`src/assert_macros.svh`:
```
// assertion macros used by the q table engine top level
// no dependencies
`ifndef ASSERT_MACROS_SVH
`define ASSERT_MACROS_SVH

// checked outside reset
`define SQTE_ASSERT(lbl, prop, msg) \
    lbl: assert property (@(posedge clk) disable iff (!rst_n) prop) else $error(msg);

// checked during reset as well
`define SQTE_ASSERT_RST(lbl, prop, msg) \
    lbl: assert property (@(posedge clk) prop) else $error(msg);

`endif

```
`src/sqte_mul.sv`:
```
// shared fraction multiplier with registered product and round half up
// depends on nothing
`timescale 1ns / 1ps
module sqte_mul
(
    input  logic               clk,
    input  logic signed [34:0] op_a,
    input  logic        [15:0] frac,
    output logic signed [35:0] rnd
);

    logic signed [51:0] prod_reg;
    logic signed [51:0] biased;

    always_ff @(posedge clk)
    begin
        prod_reg <= 52'(op_a * $signed({1'b0, frac}));
    end

    assign biased = prod_reg + 52'sd32768;
    assign rnd    = biased[51:16];

endmodule

```
`config.mk`:
```
export PLATFORM = sky130hd
export DESIGN_NAME = sqte_mul
export DESIGN_NICKNAME = d
export VERILOG_FILES = /design/src/assert_macros.svh /design/src/sqte_mul.sv
export SDC_FILE = /design/constraint.sdc
export NUM_CORES = 1
export LEC_CHECK = 0
export BUFFER_PORTS_ARGS = -buffer_cell sky130_fd_sc_hd__buf_2
export CAP_MARGIN = 15
export CORE_UTILIZATION = 50
export CTS_CLUSTER_SIZE = 14
export DETAILED_ROUTE_END_ITERATION = 8
export PLACE_DENSITY = 0.67
export SLEW_MARGIN = 20
export SYNTH_ARGS = -nofsm -noshare
export SYNTH_HDL_FRONTEND = slang
export SYNTH_SLANG_ARGS = --single-unit
export TNS_END_PERCENT = 1
```
`constraint.sdc`:
```
create_clock -name clk -period 12.2 [get_ports clk]
set_input_delay 0 -clock clk [delete_from_list [all_inputs] [get_ports clk]]
set_output_delay 0 -clock clk [all_outputs]
set_load 0.005 [all_outputs]
```
==> out/results.txt, run 1 <==
For the final setup violation count, the log shows 0. Counting the buffers created by CTS gives 5. Post-cts repair resize count: 0. The register with the most flip-flops in the layout has 37 of them. The run gives 0.0364 as the sequential element share of the synthesized area. The share of the synthesized area in the top cell type was 0.520. Synthesis inferred 37 register bits.

The Yosys step of the flow raised 0 warnings. Across all layers, the routed design uses 14821 vias. Max-cap violations in this run came to 0. The tools report the synthesized netlist cell count as 2286.

Of all nets on the critical path, the largest fanout is 35. After layout, the minimum clock period comes to 6410 ps. Post-CTS timing repair inserted 0 buffers for setup. Setup repair after global routing left no endpoint under its margin.

Final routed wirelength across all metal layers: 51100 um. The total area inside the core boundary comes to 39900 sq um. The logs give 37 for the total number of clock tree sinks and 2989 for the synthesized net count. After floorplanning, the core was divided into 73 placement rows.

The total global routing track utilization is 0.269, and the required time at the endpoint of the critical path is 12440 ps. The tightest min-delay check is of the register to output pin type. CTS placed an instance of sky130_fd_sc_hd__clkbuf_16 at the clock tree root. For the pin with the worst max-slew slack, the measured transition is 959 ps.

From bottom edge to top edge, the die measures 204 um. The part of the cycle the worst path needs is 0.525. The flow ran to the end, and the final reports show no timing, DRC or antenna violations. The horizontal extent of the die was 204 um; the maximum buffer depth of the clock tree was 2. The run gives 741 sq um as the sequential cell area in the final layout. By area the synthesized netlist is led by sky130_fd_sc_hd__fa_1 (52%), sky130_fd_sc_hd__inv_1 (11%), sky130_fd_sc_hd__ha_1 (7.5%), sky130_fd_sc_hd__nand2_1 (7.3%), sky130_fd_sc_hd__and2_1 (6.1%). Summed over all layers, the global routing overflow is 0. TritonCTS built the clock tree.

The initial core utilization is 0.510, and the wire length per cell is 18.2 um. During placement, the flow inserted port buffers numbering 87. The repair_antennas step left the layout with diodes totalling 0. In this run the most critical hold path is launched from prod_reg[27]$_DFF_P_. Tracing the worst setup path back leads to its startpoint at frac[8]. For the detailed placement HPWL, the log shows 40500 um. In this run the worst setup path terminates at prod_reg[42]$_DFF_P_. Compared with the post-synthesis result, the final layout area differs by 4.44%. The worst-case headroom to the max-slew limit is 0.361. The fraction of layout instances using a drive strength above 1 was 0.0521; the number of vias per cell after detailed routing was 5.27.

Among all flip-flop cells after synthesis, the most frequent one is sky130_fd_sc_hd__dfxtp_1. The number of enable-type register cells in the synthesized netlist was 0; the count of pins on the block boundary was 88. In this run, post-CTS hold repair placed 0 buffers.

The area of the die was 41500 sq um. The run gives 6650 ps as the critical path arrival. The number of global-route vias before repair came out at 16868. The multi-input combinational cells in the finished layout cover a total of 17000 sq um. Routability-driven placement finished with a final weighted congestion of 0.898. The number of H-tree levels is 2. After filler insertion, the fill cell instance count of the layout stands at 3670.

The tools report the kind of start point of the critical path as an input pin. The worst setup path is of the input pin to register kind. The logs give 156 MHz for the maximum achievable frequency and 5 for the total iterations of the first detailed-routing run.

For the post-detailed-route count of antenna-violating nets, the log shows 0. The count of pins over their slew limit was 0; the cell area after synthesis was 20400 sq um. The async set-reset flop share out of synthesis came out at 0.

The net count of the finished layout is 2987. Most area-hungry cell type in the Yosys netlist: sky130_fd_sc_hd__fa_1. Clock-pin slew was measured on the worst setup and hold paths at 80 ps. The initial antenna violation count was 5; the number of hold violations in the final report was 0.

Entering global routing, the biggest net connects 36 pins. For the starting DRC count in detailed routing, the log shows 852. The global-route wire length before repair is 86100 um. The critical path endpoint category is a register. For the residual DRC count, the log shows 0. The average cell area after synthesis works out to 8.90 sq um. The logs give 0 ps for the final total negative setup slack and 57 for the distinct cell type count after synthesis.
layer usage:
layer / GRT usage / wire length (um)
met5: 0 / 44
met2: 0.462 / 25300
met1: 0.335 / 20100
met3: 0.0649 / 4240
met4: 0.0800 / 1490
synthesized netlist by cell type, types with 9 or more instances:
cell,number
sky130_fd_sc_hd__nor2_1,22
sky130_fd_sc_hd__fa_1,529
sky130_fd_sc_hd__nor3_1,9
sky130_fd_sc_hd__and3_1,14
sky130_fd_sc_hd__a21o_1,23
sky130_fd_sc_hd__nand2_1,396
sky130_fd_sc_hd__ha_1,122
sky130_fd_sc_hd__inv_1,606
sky130_fd_sc_hd__a21oi_1,39
sky130_fd_sc_hd__nand3_1,22
sky130_fd_sc_hd__dfxtp_1,37
sky130_fd_sc_hd__xor2_1,26
sky130_fd_sc_hd__and2_1,198
sky130_fd_sc_hd__nand4_1,14
sky130_fd_sc_hd__o21ai_0,12
sky130_fd_sc_hd__clkbuf_1,97
sky130_fd_sc_hd__xnor2_1,53
area by class of cell:
cell class	instances	share of cell area
multi-input cells	1545	0.798
inverters	606	0.107
flip-flops and latches	37	0.0348
well taps	525	0.0309
repair buffers	89	0.0212
clock buffers	5	0.00589
clock inverters	3	0.00218
worst max-delay path, stage by stage:
cell and delay [ps]:
sky130_fd_sc_hd__buf_2 680, sky130_fd_sc_hd__nand2_1 210, sky130_fd_sc_hd__fa_1 580, sky130_fd_sc_hd__inv_1 50, sky130_fd_sc_hd__fa_1 500, sky130_fd_sc_hd__inv_1 60
sky130_fd_sc_hd__fa_1 540, sky130_fd_sc_hd__inv_1 50, sky130_fd_sc_hd__fa_1 400, sky130_fd_sc_hd__fa_1 510, sky130_fd_sc_hd__inv_1 50, sky130_fd_sc_hd__fa_1 470
sky130_fd_sc_hd__inv_1 40, sky130_fd_sc_hd__ha_1 340, sky130_fd_sc_hd__o21a_1 220, sky130_fd_sc_hd__o211ai_1 210, sky130_fd_sc_hd__nand3b_1 110, sky130_fd_sc_hd__a21boi_1 470
sky130_fd_sc_hd__a2111o_1 300, sky130_fd_sc_hd__a21oi_2 90, sky130_fd_sc_hd__a221o_2 410, sky130_fd_sc_hd__a31oi_2 190, sky130_fd_sc_hd__xnor2_1 150
worst min path at each step:
stage                     endpoint  slack (ps)  cells past startpoint
after floorplan            rnd[35]         370                      1
after CTS                  rnd[11]         830                      2
after global placement     rnd[11]         490                      2
after detailed placement   rnd[35]         490                      2
final                      rnd[11]         820                      2
after global routing       rnd[13]         860                      2
placed cells by master, fill, tap and decap left out, types with 14 or more instances in the layout:
cell | Yosys | routed
sky130_fd_sc_hd__nand4_1 | 14 | 14
sky130_fd_sc_hd__fa_1 | 529 | 529
sky130_fd_sc_hd__buf_2 | 0 | 87
sky130_fd_sc_hd__and3_1 | 14 | 14
sky130_fd_sc_hd__xor2_1 | 26 | 26
sky130_fd_sc_hd__a21o_1 | 23 | 23
sky130_fd_sc_hd__xnor2_1 | 53 | 53
sky130_fd_sc_hd__dfxtp_1 | 37 | 37
sky130_fd_sc_hd__nand3_1 | 22 | 22
sky130_fd_sc_hd__a21oi_1 | 39 | 39
sky130_fd_sc_hd__nand2_1 | 396 | 396
sky130_fd_sc_hd__ha_1 | 122 | 122
sky130_fd_sc_hd__and2_1 | 198 | 198
sky130_fd_sc_hd__nor2_1 | 22 | 22
sky130_fd_sc_hd__inv_1 | 606 | 606
per-stage QoR:
step	cells	util	instance area, sq um	hold slack (ps)	setup slack (ps)
floorplan	2286	-	20400	368	6150
global placement	2802	0.528	21100	494	5610
detailed placement	2802	0.528	21100	489	5510
finish	2810	0.533	21300	817	5790
global route	2810	0.533	21300	860	5360
CTS	2810	0.533	21300	830	5780
cells by family after synthesis:
logic type,after synthesis,share of synthesized area
multiplexers,1,0.000492
AO/OA/AOI/OAI,115,0.0399
flip-flops,37,0.0364
AND/OR/NAND/NOR,699,0.164
buffers and inverters,704,0.130
adder cells (fa/ha/maj),651,0.595
XOR/XNOR,79,0.0340
Power of run 1 is left out: the tool's default activity adds up to more than one toggle a clock period on the data nets, which glitch-free logic cannot reach.
==> run 2: changes to the inputs <==
Clock period 12.2 ns to 6.4 ns, I/O delays scaled along.
==> run 2 against run 1 <==
First-iteration DRC count fell by 15%. Count of clock-buffer cells in the layout rose by 1. Die area did not move. Critical endpoint is now prod_reg[46]$_DFF_P_. Largest cell class unchanged.
==> out/results.txt, run 2 (synthesis gave the netlist of run 1 again) <==
The horizontal extent of the die is 204 um (unchanged), and the area after detailed placement is 21400 sq um (+1.5%). The total global routing track utilization was 0.271 (+0.00194). The worst-case hold path end point is rnd[35].

The residual DRC count came out at 0 (unchanged). The number of filler cells placed in the layout was 3663 (-0.19%). The logs give 88 (unchanged) for the count of pins on the block boundary and 0 (unchanged) for the count of pins over their slew limit. The logs give 36 (unchanged) for the largest net degree at the start of global routing and 0 (unchanged) for the hold buffer count at CTS. For the area of the die, the log shows 41500 sq um (unchanged). The logs give 186 ps (-5330 ps) for the post-placement setup slack and 0 (unchanged) for the final setup violation count. The tools report the worst-case headroom to the max-slew limit as 0.456 (+0.0957). Setup repair after global routing left no endpoint under its margin. The starting DRC count in detailed routing came out at 721 (-15%). The minimum setup slack in the final design came out at 398 ps (-5400 ps).

For the detailed placement HPWL, the log shows 42200 um (+4.3%). Number of H-tree levels: 2 (unchanged). The final total negative setup slack was 0 ps (unchanged); the post-cts repair resize count was 0 (unchanged). TritonCTS built the clock tree.

The part of the cycle the worst path needs is 0.938. The number of vias per cell after detailed routing is 5.21 (-1.3%). Global-route wire length before repair: 87100 um (+1.2%). Based on the critical path, the design can be clocked at up to 167 MHz. The final routed wirelength across all metal layers came out at 51400 um (+0.41%). The total number of vias was 14830 (+0.061%). The transition time at the pin with the least slew margin was 815 ps (-144 ps); the total iterations of the first detailed-routing run was 5 (unchanged). Maximum buffer depth of the clock tree: 2 (unchanged). The register clock-pin slew on the reported worst setup and hold paths came out at 60 ps (-20 ps). The initial antenna violation count came out at 3 (-2).

The number of global-route vias before repair is 16604 (-1.6%). Leaving out fill and tap cells, the most frequent cell in the layout is sky130_fd_sc_hd__inv_1. The total number of clock tree sinks was 37 (unchanged). The sequential cell area in the final layout is 741 sq um (unchanged), and the number of rows in the core area is 73 (unchanged). For the number of hold violations in the final report, the log shows 0 (unchanged). The final RePlAce weighted congestion is 0.947 (+5.4%). Flip-flop count of the largest register, all copies and words added: 37 (unchanged). The sum of buffers and inverters on the critical path came out at 4 (-2). The initial core utilization is 0.510 (unchanged). The worst path in the final design needs a cycle of 6000 ps, including I/O delays and setup. The critical path is of the input pin to register type.

The tools report the required time at the endpoint of the critical path as 6630 ps (-5810 ps). The min-delay analysis places its worst path in the category register to output pin. CTS placed an instance of sky130_fd_sc_hd__clkbuf_16 at the clock tree root. The logs give 0 (unchanged) for the post-detailed-route count of antenna-violating nets and 21600 sq um (+1.6%) for the cell area after layout. The tools report the critical path endpoint category as a register. The total grt overflow is 0 (unchanged), and the die boundary height is 204 um (unchanged). The run gives 17000 sq um (unchanged) as the area of the multi-input gates. The port buffer count came out at 87 (unchanged). For the post-CTS setup-driven buffer insertion count, the log shows 0 (unchanged).

In this run the most critical hold path is launched from prod_reg[51]$_DFF_P_. The worst hold path stage count works out to 2 (unchanged). The top cell types in the final layout, fill and taps aside, are sky130_fd_sc_hd__inv_1 (606), sky130_fd_sc_hd__fa_1 (529), sky130_fd_sc_hd__nand2_1 (396), sky130_fd_sc_hd__and2_1 (198), sky130_fd_sc_hd__ha_1 (122). The tools report the count of max-cap constraint violations as 0 (unchanged).

STA classifies the critical path startpoint as an input pin. The run finished with clean final reports. The area growth from synthesis to layout is 6.06%. The tools report the critical path arrival as 6230 ps (-420 ps). In this design, the critical path's most frequently occurring cell is sky130_fd_sc_hd__fa_1. The utilization after layout is 0.541 (+0.00828).

The largest individual stage delay along the critical path comes from the cell sky130_fd_sc_hd__buf_2. The wire length per cell came out at 18.0 um (-0.93%). The signal on the critical path passes through buf_2 -> nand2_1 -> fa_1 -> inv_1 -> fa_1 -> fa_1 -> fa_1 -> fa_1 -> inv_1 -> fa_1 -> inv_1 -> ha_1 -> a21oi_1 -> o21ai_0 -> a311oi_2 -> a2111o_1 -> a21oi_2 -> a221o_2 -> a21oi_1 -> xnor2_1.

The fraction of layout instances using a drive strength above 1 works out to 0.0668 (+0.0147). The net count reported at finish was 3023 (+1.2%); the area of the core region was 39900 sq um (unchanged). The highest fanout seen on the critical path was 35 (unchanged); the number of buffers inserted during clock tree synthesis was 5 (unchanged).

Dominant delay contributor by cell family on the critical path: adder cells. The stage delay of the slowest cell on the critical path is 600 ps (-80 ps).
-- run 2: worst max-delay path by stage --
stage / from / cells past startpoint / slack [ps] / endpoint
after floorplan: frac[3] / 22 / 350 / prod_reg[50]$_DFF_P_
after detailed placement: frac[12] / 22 / 190 / prod_reg[49]$_DFF_P_
final: frac[13] / 20 / 400 / prod_reg[46]$_DFF_P_
after global placement: frac[12] / 22 / 320 / prod_reg[49]$_DFF_P_
after global routing: frac[12] / 22 / 130 / prod_reg[49]$_DFF_P_
after CTS: frac[12] / 22 / 470 / prod_reg[49]$_DFF_P_
-- run 2: final cells by class --
type | count | area share
tap | 525 | 0.0304
sequential | 37 | 0.0343
timing repair buffer | 125 | 0.0357
clock inverter | 2 | 0.00174
antenna | 2 | 0.000232
inverter | 606 | 0.105
multi-input combinational | 1545 | 0.786
clock buffer | 6 | 0.00643
-- run 2: routing by layer --
layer | part of all wire | track usage | vias to the layer above
li1 | - | - | 6616
met5 | 0.00021 | 0 | -
met1 | 0.40 | 0.355 | 7594
met4 | 0.019 | 0.0647 | 2
met2 | 0.49 | 0.448 | 525
met3 | 0.090 | 0.0714 | 93
-- run 2: metrics by stage --
step | hold WS [ps] | std cells
6_report | 796 | 2848
5_1_grt | 847 | 2847
4_1_cts | 804 | 2846
3_5_place_dp | 482 | 2838
3_3_place_gp | 481 | 2838
2_1_floorplan | 368 | 2286
-- run 2: worst min-delay path, stage by stage, from the launching register on --
cell	delay, ps
sky130_fd_sc_hd__dfxtp_1	320
sky130_fd_sc_hd__xor2_1	60
sky130_fd_sc_hd__buf_2	120
Power of run 2 is left out for the same reason.
