[src/assert_macros.svh]
// assertion macros used by the q table engine top level
// no dependencies
`ifndef ASSERT_MACROS_SVH
`define ASSERT_MACROS_SVH

// checked outside reset
`define SQTE_ASSERT(lbl, prop, msg) \
    lbl: assert property (@(posedge clk) disable iff (!rst_n) prop) else $error(msg);

// checked during reset as well
`define SQTE_ASSERT_RST(lbl, prop, msg) \
    lbl: assert property (@(posedge clk) prop) else $error(msg);

`endif

[src/sqte_pkg.sv]
// types, codes and helper functions of the q table engine
// no dependencies
`timescale 1ns / 1ps
package sqte_pkg;

    localparam logic CMD_CHOOSE = 1'b0;
    localparam logic CMD_UPDATE = 1'b1;

    localparam logic [1:0] REG_LEARN   = 2'd0;
    localparam logic [1:0] REG_EXPLORE = 2'd1;
    localparam logic [1:0] REG_DISCNT  = 2'd2;

    localparam logic [15:0] LEARN_RST   = 16'd6554;
    localparam logic [15:0] EXPLORE_RST = 16'd3277;
    localparam logic [15:0] DISCNT_RST  = 16'd58982;

    typedef enum logic [3:0] {
        ST_CLEAR,
        ST_IDLE,
        ST_DISPATCH,
        ST_MOD_K,
        ST_SCAN_RD,
        ST_SCAN_CMP,
        ST_EXP_RD,
        ST_EXP_VAL,
        ST_UPD_RN,
        ST_UPD_RH,
        ST_UPD_T,
        ST_UPD_D,
        ST_DONE
    } state_t;

    typedef struct packed {
        logic        done;
        logic [15:0] rem;
    } mod_res_t;

    function automatic logic [3:0] popcount8(logic [7:0] m);
        logic [3:0] c;
        c = '0;
        for (int i = 0; i < 8; i++)
        begin
            c = c + 4'(m[i]);
        end
        return c;
    endfunction

    function automatic logic [2:0] kth_set(logic [7:0] m, logic [2:0] k);
        logic [2:0] sel;
        logic [2:0] left;
        logic       found;
        sel   = '0;
        left  = k;
        found = 1'b0;
        for (int i = 0; i < 8; i++)
        begin
            if (m[i] && !found)
            begin
                if (left == 3'd0)
                begin
                    sel   = 3'(i);
                    found = 1'b1;
                end
                else
                begin
                    left = left - 3'd1;
                end
            end
        end
        return sel;
    endfunction

    // x mod lim for an 8-bit x and a constant lim up to 256, by reciprocal multiply
    function automatic logic [7:0] wrap8(logic [7:0] x, logic [15:0] recip, logic [8:0] lim);
        logic [23:0] prod;
        logic [16:0] back;
        prod = 24'(x) * 24'(recip);
        back = 17'(prod[23:16]) * 17'(lim);
        return 8'(17'(x) - back);
    endfunction

    function automatic logic signed [31:0] sat32(logic signed [36:0] v);
        if (v > 37'sh0_7FFF_FFFF)
        begin
            return 32'sh7FFF_FFFF;
        end
        else if (v < -37'sh0_8000_0000)
        begin
            return 32'sh8000_0000;
        end
        else
        begin
            return v[31:0];
        end
    endfunction

endpackage

[src/sqte_mod.sv]
// shared remainder unit, restoring, one quotient bit per cycle
// depends on sqte_pkg
`timescale 1ns / 1ps
module sqte_mod
    import sqte_pkg::*;
(
    input  logic        clk,
    input  logic        rst_n,
    input  logic        start,
    input  logic [15:0] dividend,
    input  logic [16:0] divisor,
    output mod_res_t    res
);

    logic        busy_reg, busy_next;
    logic        done_reg, done_next;
    logic [4:0]  cnt_reg, cnt_next;
    logic [15:0] rem_reg, rem_next;
    logic [15:0] quo_reg, quo_next;
    logic [16:0] div_reg;
    logic [16:0] trial;

    always_comb
    begin
        trial     = {rem_reg, quo_reg[15]};
        busy_next = busy_reg;
        done_next = 1'b0;
        cnt_next  = cnt_reg;
        rem_next  = rem_reg;
        quo_next  = quo_reg;
        if (start)
        begin
            if ({1'b0, dividend} < divisor)
            begin
                rem_next  = dividend;
                done_next = 1'b1;
                busy_next = 1'b0;
            end
            else
            begin
                rem_next  = '0;
                quo_next  = dividend;
                cnt_next  = 5'd16;
                busy_next = 1'b1;
            end
        end
        else if (busy_reg)
        begin
            rem_next = (trial >= div_reg) ? 16'(trial - div_reg) : trial[15:0];
            quo_next = {quo_reg[14:0], 1'b0};
            cnt_next = cnt_reg - 5'd1;
            if (cnt_reg == 5'd1)
            begin
                busy_next = 1'b0;
                done_next = 1'b1;
            end
        end
    end

    always_ff @(posedge clk or negedge rst_n)
    begin
        if (!rst_n)
        begin
            busy_reg <= 1'b0;
            done_reg <= 1'b0;
            cnt_reg  <= '0;
        end
        else
        begin
            busy_reg <= busy_next;
            done_reg <= done_next;
            cnt_reg  <= cnt_next;
        end
    end

    always_ff @(posedge clk)
    begin
        rem_reg <= rem_next;
        quo_reg <= quo_next;
        if (start)
        begin
            div_reg <= divisor;
        end
    end

    assign res.done = done_reg;
    assign res.rem  = rem_reg;

endmodule

[config.mk]
export PLATFORM = sky130hd
export DESIGN_NAME = sqte_mod
export DESIGN_NICKNAME = d
export VERILOG_FILES = /design/src/assert_macros.svh /design/src/sqte_pkg.sv /design/src/sqte_mod.sv
export SDC_FILE = /design/constraint.sdc
export NUM_CORES = 1
export LEC_CHECK = 0
export BUFFER_PORTS_ARGS = -buffer_cell sky130_fd_sc_hd__buf_2
export CORE_MARGIN = 2
export CORE_UTILIZATION = 55
export CTS_CLUSTER_DIAMETER = 80
export CTS_CLUSTER_SIZE = 14
export DETAILED_ROUTE_END_ITERATION = 10
export GPL_ROUTABILITY_DRIVEN = 1
export PLACE_DENSITY = 0.83
export SYNTH_ARGS = -nofsm -noshare
export SYNTH_HDL_FRONTEND = slang
export SYNTH_SLANG_ARGS = --single-unit
[constraint.sdc]
create_clock -name clk -period 7.1 [get_ports clk]
set_input_delay 1.065 -clock clk [delete_from_list [all_inputs] [get_ports clk]]
set_output_delay 1.065 -clock clk [all_outputs]
set_load 0.02 [all_outputs]
==> run summary, run 1 <==
Yosys
- **sequential element share of the synthesized area** 0.4444
- **cell taking the most area after synthesis** edfxtp_1
- **Post-Synthesis Cell Area** 3705 um2
- **Post-synth ARST share** 0.1250
- **total number of yosys warnings** 0
- **average size of a mapped cell** 11.03 um2
- **number of distinct library cells after synthesis** 52
- **number of register bits inferred by synthesis** 56
- **commonest cells in the netlist** edfxtp_1, inv_1, ha_1, mux2i_1, o21ai_0
- **synthesized instance count** 336
- **share of Yosys cell area claimed by the top area cell type** 0.3972
- **Post-synth EDFFs** 49
- **predominant post-synthesis flop cell** edfxtp_1
- **count leader, synth** edfxtp_1
- **dominant cells by area after synthesis** edfxtp_1, ha_1, mux2i_1
- **total nets after synthesis** 407

Clock network
- **Post-CTS Hold Buffers** 0
- **total CTS buffers** 5
- **clk sinks** 56
- **number of H-tree levels** 2
- **Skew-Pair Late Insertion Delay** 0.31 ns
- **number of gates resized after cts** 0
- **Max Root-Sink Buffers** 2
- **buffers inserted during post-CTS setup optimization** 0
- **TritonCTS clock tree** built
- **root buf cell** clkbuf_8
- **CTS clock-pin slew for the worst setup and hold paths** 0.10 ns

Worst setup path
- **Worst R2R Path Depth** 8
- **data required time of the worst path** 7.17 ns
- **launching element type of the critical path** flip-flop
- **type of destination of the critical path** flip-flop
- **maximum fanout count along the critical path** 17
- **critical path class** reg -> reg
- **Arrival @ worst endpoint** 3.28 ns

Global route
- **largest net degree at the start of global routing** 73
- **met3 capacity usage during global routing** 0.03176
- **antenna violations before repair** 0
- **wire length of the first global-routing pass** 12,450 um
- **met2 Resource Use GR** 0.3636
- **total gr overflow** 0
- **met1 Usage GRT** 0.2848
- **GRT Max-Usage Layer** met2
- **number of global-route vias before repair** 2,613
- **global-route usage over all layers** 0.2144

Min path
- **Min-Delay Path Depth** 1
- **min-delay worst type** reg -> reg

Detailed routing
- **average wire per cell in the routed design** 16.50 um
- **initial DRC count** 190
- **Detail Route Antenna Nets** 0
- **residual DRC count** 0
- **detail-routed via count per cell** 5.737
- **aggregate routed wire length** 7656 um
- **first-pass detailed-route iteration total** 5
- **vias after detailed routing** 2,662

STA
- **Final Hold Fails** 0
- **relative slew slack** 0.4404
- **summed negative setup slack over all endpoints** 0 ns
- **count of pins over their slew limit** 0
- **Final Setup Violations** 0
- **post-route clock skew** 0.01403 ns
- **post-layout min period** 3.214 ns
- **Worst Hold Margin** 0.5544 ns
- **maximum clock rate** 311.1 MHz
- **actual transition at the worst max-transition pin** 0.8367 ns
- **unrepaired setup endpoints after global routing** no
- **share of the cycle needed by the critical path after routing** 0.4527

Placement
- **Port Buffers** 52
- **Final HPWL DP** 5990 um
- **Final Wtd Congestion** 0.8436
- **area post-placement** 3983 um2

Die
- **die footprint** 7409 um2
- **Core Region** 6422 um2
- **initial core utilization** 0.5769
- **number of primary I/O pins** 53
- **height of the chip** 86.08 um
- **x dimension of the die** 86.08 um
- **standard-cell rows** 29

Power and ir drop
- **maximum VDD drop** 0.1694 mV
- **Leak Pwr** 0.001799 uW
- **power density cells** 313.5 nW/um2

Finish
- **Antenna Diode Count** 0
- **final-stage net count** 457
- **flip-flop count of the largest register after layout** 17
- **share of layout cells above drive strength 1** 0.2274
- **Fill cells** 515
- **post-synthesis to final-layout area growth** 10.60%
- **cell area after layout** 4098 um2

Status
- **outcome** finished, final reports clean

Run
- **number of max-capacitance violations reported** 0

## power by group
group | internal (uW) | switching (uW) | leakage, uW | total [uW]
Sequential | 436 | 44.9 | 0.000574 | 481
Combinational | 249 | 345 | 0.00117 | 595
Clock | 106 | 102 | 0.0000548 | 209
## cells by family (layout without fill, tap and decap cells)
logic type | Yosys count | count (layout) | share of synthesized area
AOI/OAI and AO/OA | 73 | 73 | 0.1297
xor gates and xnor gates | 17 | 17 | 0.04019
adders and majority gates | 35 | 35 | 0.1202
and+or+nand+nor | 67 | 67 | 0.09490
muxes | 36 | 36 | 0.1027
DFF | 56 | 56 | 0.4444
buffers and inverters | 52 | 103 | 0.06788
## cells in the final DEF, fill, tap and decap left out, drive strengths merged, types with 12 or more instances in the layout
master,Yosys,routed
a21oi,19,19
buf,9,55
edfxtp,49,49
ha,34,34
inv,40,41
mux2,16,16
mux2i,20,20
nand2,15,15
nand3,15,15
nor2,12,12
o21ai,26,26
## final cells by class
cell class / instances / area, um2 / share of cell area
clock buffers: 5 / 68.82 / 0.01679
clock inverters: 3 / 46.29 / 0.01130
inverters: 40 / 150.1 / 0.03664
multi-input cells: 228 / 1807 / 0.4409
flip-flops and latches: 56 / 1647 / 0.4018
well taps: 77 / 96.34 / 0.02351
repair buffers: 55 / 282.8 / 0.06901
## metal layers
layer  share of wire  up-vias  wire length, um
met5               0        -                0
met4           0.020        0              151
met3           0.045       13              346
met2            0.49       82             3755
met1            0.44     1238             3402
li1                -     1329                -
## worst max-delay path, stage by stage (launching register included)
cell and delay [ns]:
edfxtp_1 0.48, ha_1 0.34, nor2b_1 0.13, o21ai_0 0.33, o21ai_2 0.17, a211oi_2 0.43
a41oi_4 0.44, nor4bb_1 0.28, a311o_1 0.35
## worst paths after layout
kind	start	end	slack, ns
worst max-delay path	rem_reg[0]$_DFFE_PP_	rem_reg[8]$_DFFE_PP_	3.89
worst min-delay path	quo_reg[4]$_DFFE_PP_	quo_reg[5]$_DFFE_PP_	0.55
worst max register to register	rem_reg[0]$_DFFE_PP_	rem_reg[8]$_DFFE_PP_	3.89
worst min register to register	quo_reg[4]$_DFFE_PP_	quo_reg[5]$_DFFE_PP_	0.55
max in group asynchronous	rst_n	cnt_reg[3]$_DFFE_PN0P_	6.36
min in group asynchronous	rst_n	cnt_reg[1]$_DFFE_PN0P_	0.57
## per-stage QoR
stage | setup slack [ns] | std cells | utilization | total power, uW
2_1_floorplan | 3.348 | 336 | - | 938.1
3_3_place_gp | 3.723 | 456 | 0.6201 | 1051
3_5_place_dp | 3.653 | 456 | 0.6201 | 1073
4_1_cts | 3.916 | 464 | 0.6380 | 1280
5_1_grt | 3.784 | 464 | 0.6380 | 1363
6_report | 3.886 | 464 | 0.6380 | 1284
Power figures use the tool's default switching activity.
==> inputs of run 2 (changes only) <==
==> constraint.sdc (replaced) <==
create_clock -name clk -period 3.05 [get_ports clk]
set_input_delay 0.4575 -clock clk [delete_from_list [all_inputs] [get_ports clk]]
set_output_delay 0.4575 -clock clk [all_outputs]
set_load 0.02 [all_outputs]
==> run 2 against run 1 <==
  * Clock-buffer cell count up 1
  * Sequential power grew 130%
  * Maximum frequency up 13%
  * Global-route usage up 0.88 points
  * Worst hold slack worse by 0.22 ns
  * Clock power is 130% higher
  * Power is 130% higher
  * Largest power group unchanged
==> run summary, run 2 (synthesis gave the netlist of run 1 again) <==
Status
- **outcome** finished, final reports clean, unchanged

Detailed routing
- **residual DRC count** 0, unchanged
- **first-pass detailed-route iteration total** 5, unchanged
- **Detail Route Antenna Nets** 0, unchanged
- **detail-routed via count per cell** 5.887, was 5.737
- **vias after detailed routing** 2,755, was 2,662
- **initial DRC count** 166, was 190
- **aggregate routed wire length** 7764 um, was 7656 um
- **average wire per cell in the routed design** 16.59 um, was 16.50 um

Finish
- **flip-flop count of the largest register after layout** 17, unchanged
- **post-synthesis to final-layout area growth** 11.28%, was 10.60%
- **Fill cells** 503, was 515
- **Antenna Diode Count** 0, unchanged
- **cell area after layout** 4123 um2, was 4098 um2
- **most used cells in the layout excluding fill and tap cells** buf_2, edfxtp_1, inv_1, unchanged
- **final-stage net count** 461, was 457
- **share of layout cells above drive strength 1** 0.2302, was 0.2274
- **most common library cell in the layout ignoring fill and taps** buf_2, unchanged

Clock network
- **TritonCTS clock tree** built, unchanged
- **root buf cell** clkbuf_8, unchanged
- **total CTS buffers** 5, unchanged
- **buffers inserted during post-CTS setup optimization** 0, unchanged
- **number of H-tree levels** 2, unchanged
- **clk sinks** 56, unchanged
- **CTS clock-pin slew for the worst setup and hold paths** 0.10 ns, about the same
- **Skew-Pair Late Insertion Delay** 0.31 ns, about the same
- **number of gates resized after cts** 0, unchanged
- **Max Root-Sink Buffers** 2, unchanged

Worst setup path
- **count of buffer and inverter cells on the critical path** 2, was 0
- **kind of cell adding the most delay to the critical path** compound AO/OA/AOI/OAI gates, unchanged
- **Arrival @ worst endpoint** 2.87 ns, was 3.28 ns
- **list of cells traversed by the critical path** inv_1 -> ha_1 -> inv_1 -> fa_1 -> a21o_1 -> a221oi_1 -> o221ai_1 -> a21oi_1 -> xnor2_1 -> mux2i_1 -> o21ai_1, was ha_1 -> nor2b_1 -> o21ai_0 -> o21ai_2 -> a211oi_2 -> a41oi_4 -> nor4bb_1 -> a311o_1
- **type of destination of the critical path** flip-flop, unchanged
- **critical path class** reg -> reg, unchanged
- **Worst path most repeated cell** inv_1
- **Largest stage delay, worst path** 0.47 ns, was 0.48 ns
- **maximum fanout count along the critical path** 3, was 17
- **data required time of the worst path** 3.08 ns, was 7.17 ns
- **launching element type of the critical path** flip-flop, unchanged
- **Slowest cell on crit path** a221oi_1, was edfxtp_1

STA
- **Final Setup Violations** 0, unchanged
- **post-route clock skew** 0.01254 ns, was 0.01403 ns
- **actual transition at the worst max-transition pin** 0.7768 ns, was 0.8367 ns
- **post-layout min period** 2.842 ns, was 3.214 ns
- **summed negative setup slack over all endpoints** 0 ns, unchanged
- **Final Hold Fails** 0, unchanged
- **final worst-path setup slack** 0.2077 ns, was 3.886 ns
- **maximum clock rate** 351.8 MHz, was 311.1 MHz
- **Worst Hold Margin** 0.3380 ns, was 0.5544 ns
- **unrepaired setup endpoints after global routing** no, unchanged
- **count of pins over their slew limit** 0, unchanged
- **relative slew slack** 0.4821, was 0.4404
- **share of the cycle needed by the critical path after routing** 0.9319, was 0.4527

Power and ir drop
- **Combinational Power Share** 0.468, was 0.463
- **Leak Pwr** 0.001818 uW, was 0.001799 uW
- **internal power summed over all cells** 1855 uW, was 791.8 uW
- **Switching Share** 0.3775, was 0.3835
- **share of power burned in registers** 0.373, was 0.375
- **power density cells** 722.6 nW/um2, was 313.5 nW/um2
- **maximum VDD drop** 0.3257 mV, was 0.1694 mV
- **relative contribution of the clock network to total power** 0.159, was 0.162
- **reported net switching power** 1125 uW, was 492.6 uW

Placement
- **area post-placement** 4005 um2, was 3983 um2
- **Final HPWL DP** 5989 um, was 5990 um
- **Final Wtd Congestion** 0.8972, was 0.8436
- **DP Worst Slack** 0.2556 ns, was 3.653 ns
- **Port Buffers** 52, unchanged

Die
- **height of the chip** 86.08 um, unchanged
- **die footprint** 7409 um2, unchanged
- **Core Region** 6422 um2, unchanged
- **number of primary I/O pins** 53, unchanged
- **initial core utilization** 0.5769, unchanged
- **x dimension of the die** 86.08 um, unchanged
- **standard-cell rows** 29, unchanged

Global route
- **antenna violations before repair** 0, unchanged
- **wire length of the first global-routing pass** 12,940 um, was 12,450 um
- **largest net degree at the start of global routing** 72, was 73
- **global-route usage over all layers** 0.2232, was 0.2144
- **total gr overflow** 0, unchanged
- **number of global-route vias before repair** 2,738, was 2,613

Run
- **number of max-capacitance violations reported** 0, unchanged

Min path
- **min-delay worst type** in -> reg, was reg -> reg

run 2: layout make-up:
class                      count  area [um2]  area share
sequential                    56        1647      0.3994
multi-input combinational    228        1807      0.4382
inverter                      40       150.1     0.03642
clock inverter                 2       35.03    0.008498
timing repair buffer          59       315.3     0.07648
tap                           77       96.34     0.02337
clock buffer                   6       72.57     0.01760
run 2: final timing paths:
path	start	to	slack [ns]	depth (start not counted)
max in group asynchronous	rst_n	cnt_reg[2]$_DFFE_PN0P_	2.39	2
worst max register to register	quo_reg[15]$_DFFE_PP_	rem_reg[14]$_DFFE_PP_	0.21	11
worst min-delay path	divisor[1]	div_reg[1]$_DFFE_PP_	0.34	1
worst min register to register	quo_reg[0]$_SDFFCE_PN0P_	quo_reg[1]$_DFFE_PP_	0.55	1
worst max-delay path	quo_reg[15]$_DFFE_PP_	rem_reg[14]$_DFFE_PP_	0.21	11
min in group asynchronous	rst_n	cnt_reg[1]$_DFFE_PN0P_	0.51	2
run 2: power groups by stage:
stage / Sequential [uW] / Clock [uW] / Combinational (uW)
3_3_place_gp: 1120 / 0 / 1330
4_1_cts: 1110 / 480 / 1390
2_1_floorplan: 1200 / 0 / 987
6_report: 1110 / 473 / 1390
3_5_place_dp: 1130 / 0 / 1380
5_1_grt: 1130 / 501 / 1550
run 2: what timing repair did:
item / CTS / global route
hold buffers: 1 / 0
hold endpoints to repair: 7 / 0
endpoints found under the setup margin: 0 / 0
run 2: per-stage QoR:
step / total power, uW / utilization / cells
6_report: 2979 / 0.6419 / 468
2_1_floorplan: 2184 / - / 336
3_3_place_gp: 2456 / 0.6236 / 459
3_5_place_dp: 2507 / 0.6236 / 459
5_1_grt: 3183 / 0.6419 / 468
4_1_cts: 2982 / 0.6419 / 468
run 2: per-layer routing:
| layer | wire length [um] | vias to the layer above | share of wire | GRT usage |
|---|---|---|---|---|
| met5 | 0 | - | 0 | 0 |
| met4 | 159 | 0 | 0.020 | 0.08225 |
| met3 | 463 | 13 | 0.060 | 0.04716 |
| met2 | 3859 | 89 | 0.50 | 0.3700 |
| met1 | 3282 | 1316 | 0.42 | 0.2885 |
| li1 | - | 1337 | - | - |
